`config.mk`:
```
export PLATFORM = sky130hd
export DESIGN_NAME = wcls_div
export DESIGN_NICKNAME = d
export VERILOG_FILES = /design/src/hdl/wcls_pkg.sv /design/src/hdl/wcls_div.sv
export SDC_FILE = /design/constraint.sdc
export NUM_CORES = 2
export LEC_CHECK = 0
export BUFFER_PORTS_ARGS = -buffer_cell sky130_fd_sc_hd__buf_2
export CAP_MARGIN = 25
export CORE_MARGIN = 3
export CORE_UTILIZATION = 30
export CTS_BUF_LIST = sky130_fd_sc_hd__clkbuf_8
export DETAILED_ROUTE_END_ITERATION = 8
export GPL_TIMING_DRIVEN = 0
export PLACE_DENSITY = 0.55
export SLEW_MARGIN = 20
export SYNTH_ARGS = -nofsm -noshare
export SYNTH_HDL_FRONTEND = slang
export SYNTH_SLANG_ARGS = --single-unit
```
`constraint.sdc`:
```
create_clock -name clock -period 7.9 [get_ports clock]
set_input_delay 2.37 -clock clock [delete_from_list [all_inputs] [get_ports clock]]
set_output_delay 2.37 -clock clock [all_outputs]
set_load 0.01 [all_outputs]
```
`src/hdl/wcls_pkg.sv`:
```
// shared types, constants and helpers for the warmup cosine learning rate schedule
`timescale 1ns / 1ps
package wcls_pkg;

   localparam int STEP_BITS_DEF     = 24;
   localparam int RATE_BITS_DEF     = 32;
   localparam int PROGRESS_BITS_DEF = 16;

   localparam int FRAC_BITS      = 32;
   localparam int RATIO_BITS     = 17;
   localparam int CSR_DATA_BITS  = 48;
   localparam int CSR_INDEX_BITS = 2;
   localparam int TAYLOR_TERMS   = 7;
   localparam int COS_STAGES     = 4 + 3 * TAYLOR_TERMS;

   localparam logic [31:0]          PI_Q30     = 32'd3373259426;
   localparam logic [FRAC_BITS:0]   ONE_Q32    = 33'h1_0000_0000;
   localparam logic [RATIO_BITS-1:0] RATIO_FULL = 17'h1_0000;

   typedef enum logic [1:0] {
      MODE_CONST  = 2'd0,
      MODE_COSINE = 2'd1,
      MODE_LINEAR = 2'd2
   } mode_type;

   typedef enum logic [CSR_INDEX_BITS-1:0] {
      REG_BASE_RATE    = 2'd0,
      REG_WARMUP_RATIO = 2'd1,
      REG_TOTAL_STEPS  = 2'd2,
      REG_DECAY_MODE   = 2'd3
   } csr_index_type;

   typedef struct packed {
      logic warming;
      logic pfull;
   } div_tag_type;

   typedef struct packed {
      logic                 warming;
      logic [FRAC_BITS:0]   f_alt;
   } cos_tag_type;

   function automatic int taylor_div(input int k);
      return (2 * k - 1) * (2 * k);
   endfunction

endpackage

```
`src/hdl/wcls_div.sv`:
```
// pipelined restoring divider, one quotient bit per stage
`timescale 1ns / 1ps
module wcls_div import wcls_pkg::*; #(
   parameter int STEP_BITS = STEP_BITS_DEF
) (
   input  logic                 clock,
   input  logic                 reset,
   input  logic                 in_valid,
   input  logic [STEP_BITS-1:0] in_num,
   input  logic [STEP_BITS-1:0] in_den,
   input  div_tag_type          in_tag,
   output logic                 out_valid,
   output logic [FRAC_BITS-1:0] out_quot,
   output div_tag_type          out_tag
);

   logic                 valid_ff [0:FRAC_BITS];
   logic [STEP_BITS-1:0] rem_ff   [0:FRAC_BITS];
   logic [STEP_BITS-1:0] den_ff   [0:FRAC_BITS];
   logic [FRAC_BITS-1:0] quot_ff  [0:FRAC_BITS];
   div_tag_type          tag_ff   [0:FRAC_BITS];

   assign valid_ff[0] = in_valid;
   assign rem_ff[0]   = in_num;
   assign den_ff[0]   = in_den;
   assign quot_ff[0]  = '0;
   assign tag_ff[0]   = in_tag;

   for (genvar i = 0; i < FRAC_BITS; i++) begin : g_bit
      logic [STEP_BITS:0] shifted;
      logic [STEP_BITS:0] diff;
      logic               take;

      assign shifted = {rem_ff[i], 1'b0};
      assign diff    = shifted - {1'b0, den_ff[i]};
      assign take    = shifted >= {1'b0, den_ff[i]};

      always_ff @(posedge clock) begin
         if (reset) begin
            valid_ff[i+1] <= 1'b0;
         end else begin
            valid_ff[i+1] <= valid_ff[i];
         end
         rem_ff[i+1]  <= take ? diff[STEP_BITS-1:0] : shifted[STEP_BITS-1:0];
         den_ff[i+1]  <= den_ff[i];
         quot_ff[i+1] <= {quot_ff[i][FRAC_BITS-2:0], take};
         tag_ff[i+1]  <= tag_ff[i];
      end
   end

   assign out_valid = valid_ff[FRAC_BITS];
   assign out_quot  = quot_ff[FRAC_BITS];
   assign out_tag   = tag_ff[FRAC_BITS];

endmodule

```
Word level (Yosys, flattened, before mapping)

Cells that the tools add are included.
Widths: inputs -> output; s select.

Bits in registers: 2112
Bits of input ports: 53
Output and inout port bits: 35
Word-level logic and storage cells: 315

Add/sub/neg operators: 31
$lt $le $gt $ge: 32
Mux-type cells: 31

Operators with widths:

| cell           | number |
|---|---|
| $ge 25x24->1   | 32 |
| $mux 24        | 31 |
| $sub 24x24->24 | 31 |

Depth between registers and ports, before layout

Depth in word-level cells: 2
Mapped depth: 15
Gate-level depth less buffers: 13

Worst setup path before layout

No wires, ideal clock.

Path kind: input-to-reg
Start point: in in_den[1]
End point: reg rem_ff (netlist bit g_bit[1].shifted[4])
Setup time: 0.121 ns
Arrival time: 5.098 ns
Data required time: 7.779 ns
Setup slack: 2.681 ns
Stages on the path: 11
Buffers on the path: 0
Path through: inv_1 > ha_1 > nor2b_1 > o31a_1 > o31ai_2 > a311o_1 > a31oi_1 > a221o_1 > o2111a_1 > a2111oi_4 > mux2_2

Longest elaborated chain between the ends: 2
Elaborated cells on any way between the ends: 3
Those cells by class: add/sub: 1; order compare: 1; mux: 1

Ends and longest elaborated chain:

| item                                                  | RTL line                       | RTL |
|---|---|---|
| start, declared                                       | wcls_div.sv:10                 | `input logic [STEP_BITS-1:0] in_den,` |
| $sub 24x24->24 / $ge 25x24->1 (equally long branches) | wcls_div.sv:35, wcls_div.sv:36 |  |
| $mux 24 *                                             | wcls_div.sv:44                 | `rem_ff[i+1] <= take ? diff[STEP_BITS-1:0] : shifted[STEP_BITS-1:0];` |
| end signal, assigned by index                         | wcls_div.sv:44                 |  |
| end, declared                                         | wcls_div.sv:18                 | `logic [STEP_BITS-1:0] rem_ff [0:FRAC_BITS];` |

Mark *: on every way between the ends. The rest lies on a longest branch, timed or not.
A chain may end at the register's enable or synchronous reset.

Worst setup path after layout

Start point: in in_den[1]
End point: reg rem_ff (netlist bit g_bit[1].shifted[17])

The elaborated chain is that of the path after synthesis.

==> impl_summary.log <==
[metrics] run status: completed
[metrics] cell breakdown of the critical path: buf_2 > inv_1 > ha_1 > nor2b_1 > o31a_1 > o31ai_2 > a311o_1 > a31oi_1 > a221o_1 > o2111a_1 > a2111oi_4 > clkbuf_1 > o21ai_0
[metrics] Switching Fraction: 37.6%
[metrics] area occupied by registers: 0.0423 mm2
[metrics] startpoint types: input pin
[metrics] setup slack at placement: 1.52 ns
[metrics] Buf+Inv Stages, Crit Path: 3
[metrics] clock period minus final worst setup slack: 5.42 ns
[metrics] initial cell density of the core: 30.2%
[metrics] max-cap viol count: 0
[metrics] cells taking the most area after synthesis: dfxtp_1 (48%), ha_1 (11%), inv_1 (4.1%)
[metrics] post-cts repair resize count: 0
[metrics] most common library cell in the layout ignoring fill and taps: dfxtp_1
[metrics] highest-count cells in the layout ignoring fill and taps: dfxtp_1 (2,112), inv_1 (1,035), ha_1 (767)
[metrics] DRC viols: 0
[metrics] unrepaired setup endpoints after global routing: no
[metrics] via count of the first global-routing pass: 63,900
[metrics] net count of the finished layout: 10,300
[metrics] Worst Path Required: 8.61 ns
[metrics] number of violations reported at the end of detailed-routing iteration 0: 3,668
[metrics] share of post-route cells with drive strength above 1: 11.5%
[metrics] number of buffers added by the clock tree synthesis step: 364
[metrics] Crit Path Category: in -> reg
[metrics] number of different library cells in the post-synthesis netlist: 82
[metrics] share of synthesized flip-flops with an asynchronous set or reset: 0%
[metrics] filler-free cell count of the finished design: 13,600
[metrics] antenna-violating nets left: 0
[metrics] hold buffers post-CTS: 0
[metrics] Setup TNS Final: 0 ns
[metrics] Total GRT Usage: 13.8%
[metrics] Area Growth Syn to Fin: 15.2%
[metrics] maximum single-stage delay on the critical path: 0.71 ns
[metrics] Clock Skew: 0.0700 ns
[metrics] clk slew on worst S/H paths: 0.06 ns
[metrics] Mean Syn Cell Area: 9.81 um2
[metrics] final worst-path setup slack: 2.48 ns
[metrics] post-layout power: 48.5 mW
[metrics] wire length of the first global-routing pass: 340 mm
[metrics] clock tree from TritonCTS: yes
[metrics] detailed-route via count: 63,400
[metrics] buffer count from post-CTS setup fixing: 0
[metrics] CTS HTree Levels: 5
[metrics] crit path DAT: 6.13 ns
[metrics] net count after synthesis: 9,858
[metrics] leakage power: 46.6 nW
[metrics] Seq/Total Area, Yosys: 47.9%
[metrics] kind of cell with the highest combined delay on the critical path: compound AO/OA/AOI/OAI gates
[metrics] slew at the pin closest to its max-slew limit: 1.08 ns
[metrics] Clock Power Share: 22.1%
[metrics] GRT Residual Overflow: 0
[metrics] buffers added on ports: 87
[metrics] highest clock rate: 184 MHz
[metrics] number of pins exceeding their max-slew limit in the final report: 0
[metrics] biggest fanout along the worst timing path: 10
[metrics] Routed Wire Length: 214 mm
[metrics] Pwr per Cell Area: 477 mW/mm2
[metrics] largest net degree at the start of global routing: 15
[metrics] combinational share of power: 44.7%
[metrics] worst hold slack: 0.285 ns
[metrics] CTS sink cnt: 2,112
[metrics] buffer cell driving the clock tree root: clkbuf_8
[metrics] number of antenna violations at the first check in global routing: 3
[metrics] share of the clock period used by the worst path after layout: 68.6%
[metrics] Placed Cells: 13,000
[metrics] finished layout cell area: 0.102 mm2
[metrics] final core utilization: 34.8%
[metrics] average detailed-routed wire length per instance: 15.7 um
[metrics] top_reg_cell synth: dfxtp_1
[metrics] Setup-failing EPs final: 0
[metrics] yosys warns: 0
[metrics] fill cell instance count of the final layout: 29,500
[metrics] core outline area: 0.292 mm2
[metrics] final estimated routing congestion in global placement: 0.910
[metrics] Worst-Skew Late Latency: 0.95 ns
[metrics] floorplan die area: 0.301 mm2
[metrics] sequential share of power: 33.3%
[metrics] area after detailed placement: 0.0937 mm2
[metrics] Internal: 30.3 mW
[metrics] combined area of the multi-input logic cells: 0.0416 mm2
[metrics] post-synthesis cell type with the largest combined area: dfxtp_1
[metrics] crit end category: register
[metrics] via density per instance: 4.65
[metrics] worst-case headroom to the max-slew limit: 27.6%
[metrics] P_sw: 18.2 mW
[metrics] class of the tightest hold or removal check: reg -> reg
[metrics] number of rows created at floorplan: 198
[metrics] maximum ir drop on the vdd rail: 0.000199 V
[metrics] cell area after synthesis: 0.0883 mm2
[metrics] overall die width: 549 um
[metrics] Die Y: 549 um
[metrics] Longest Clk Path Bufs: 4
[metrics] final hold violation count: 0
[metrics] top cell type's share of synthesized area: 47.9%
[metrics] DPL Wire Length: 166 mm
[metrics] number of iterations in the first detailed-routing pass: 6
[metrics] Syn Inst Count: 9,007
[metrics] count of flip-flops with a built-in enable after synthesis: 0
[metrics] post-synthesis register bit count: 2,112
[metrics] IO Count: 88
[metrics] Critical-path top delay cell: a2111oi_4
worst paths after layout:
path	endpoint	startpoint	slack (ns)	depth (start not counted)
setup reg to reg	g_bit[7].shifted[7]	den_ff[625]	3.38	12
hold / removal	tag_ff[42]	tag_ff[44]	0.28	0
setup / recovery	g_bit[1].shifted[17]	in_den[1]	2.48	13
hold reg to reg	tag_ff[42]	tag_ff[44]	0.28	0
layer usage:
| layer | share of wire, % | global-route usage, % | vias up |
|---|---|---|---|
| met5 | 0 | 0 | - |
| met4 | 3.0 | 4.76 | 0 |
| met2 | 47 | 23.4 | 1394 |
| li1 | - | - | 31900 |
| met3 | 4.4 | 2.06 | 448 |
| met1 | 46 | 17.8 | 29700 |
power groups by stage:
stage	combinational [mW]	sequential, mW	clock, mW
after floorplan	16.7	15.5	0
after global placement	21.3	16.4	0
after detailed placement	21.5	16.4	0
after CTS	21.7	16.2	11.2
after global routing	24.2	16.5	11.6
final	21.7	16.1	10.7
worst reg2reg max path: stages, from the launching register on:
cell and delay [ns]:
dfxtp_1 0.42, inv_1 0.07, ha_1 0.31, nor2b_1 0.16
o31a_1 0.29, o31ai_1 0.44, a211oi_1 0.20, o31a_1 0.32
o21ai_1 0.34, a21oi_1 0.18, a2111oi_4 0.78, clkbuf_1 0.56
o21ai_0 0.29
synth_stat cells, drive strengths merged (28+ instances only):
cell type and count:
nor4 28, or3 46, o31ai 80, clkbuf 98
inv 967, nor2b 144, a21oi 597, nand2b 99
nor3 133, xnor2 351, fa 31, o21bai 61
nand2 606, xor2 223, nand4 90, and2 32
o21ai 578, nand3 126, o21a 128, buf 73
ha 767, a21boi 36, nor2 443, a211oi 57
a31oi 71, dfxtp 2112, a21o 315, and3 67
mux2 320
sequential cells by signal, summed over array words and instances (netlist names):
register       count
out_valid          1
tag_ff            62
out_tag            2
den_ff           744
valid_ff          31
quot_ff          496
out_quot          32
g_bit.shifted    744
cell families (layout without fill, tap and decap cells):
logic type / Yosys count / after routing / share of synthesized area [%]
multiplexers: 334 / 334 / 4.24
buffers and inverters: 1138 / 1875 / 5.05
XOR/XNOR: 574 / 574 / 5.69
AO/OA/AOI/OAI: 2155 / 2155 / 15.4
AND/OR/NAND/NOR: 1896 / 1896 / 10.2
flip-flops: 2112 / 2112 / 47.9
adder cells (fa/ha/maj): 798 / 798 / 11.6
other: 0 / 2 / 0
layout make-up:
cell class / instances / share of cell area [%]
Timing Repair Buffer: 91 / 0.455
Antenna cell: 2 / 0.00492
Inverter: 967 / 3.57
Clock buffer: 446 / 6.03
Tap cell: 3900 / 4.80
Buffer: 171 / 0.819
Sequential cell: 2112 / 41.6
Clock inverter: 200 / 1.87
Multi-Input combinational cell: 5757 / 40.9
Power figures use the tool's default switching activity.
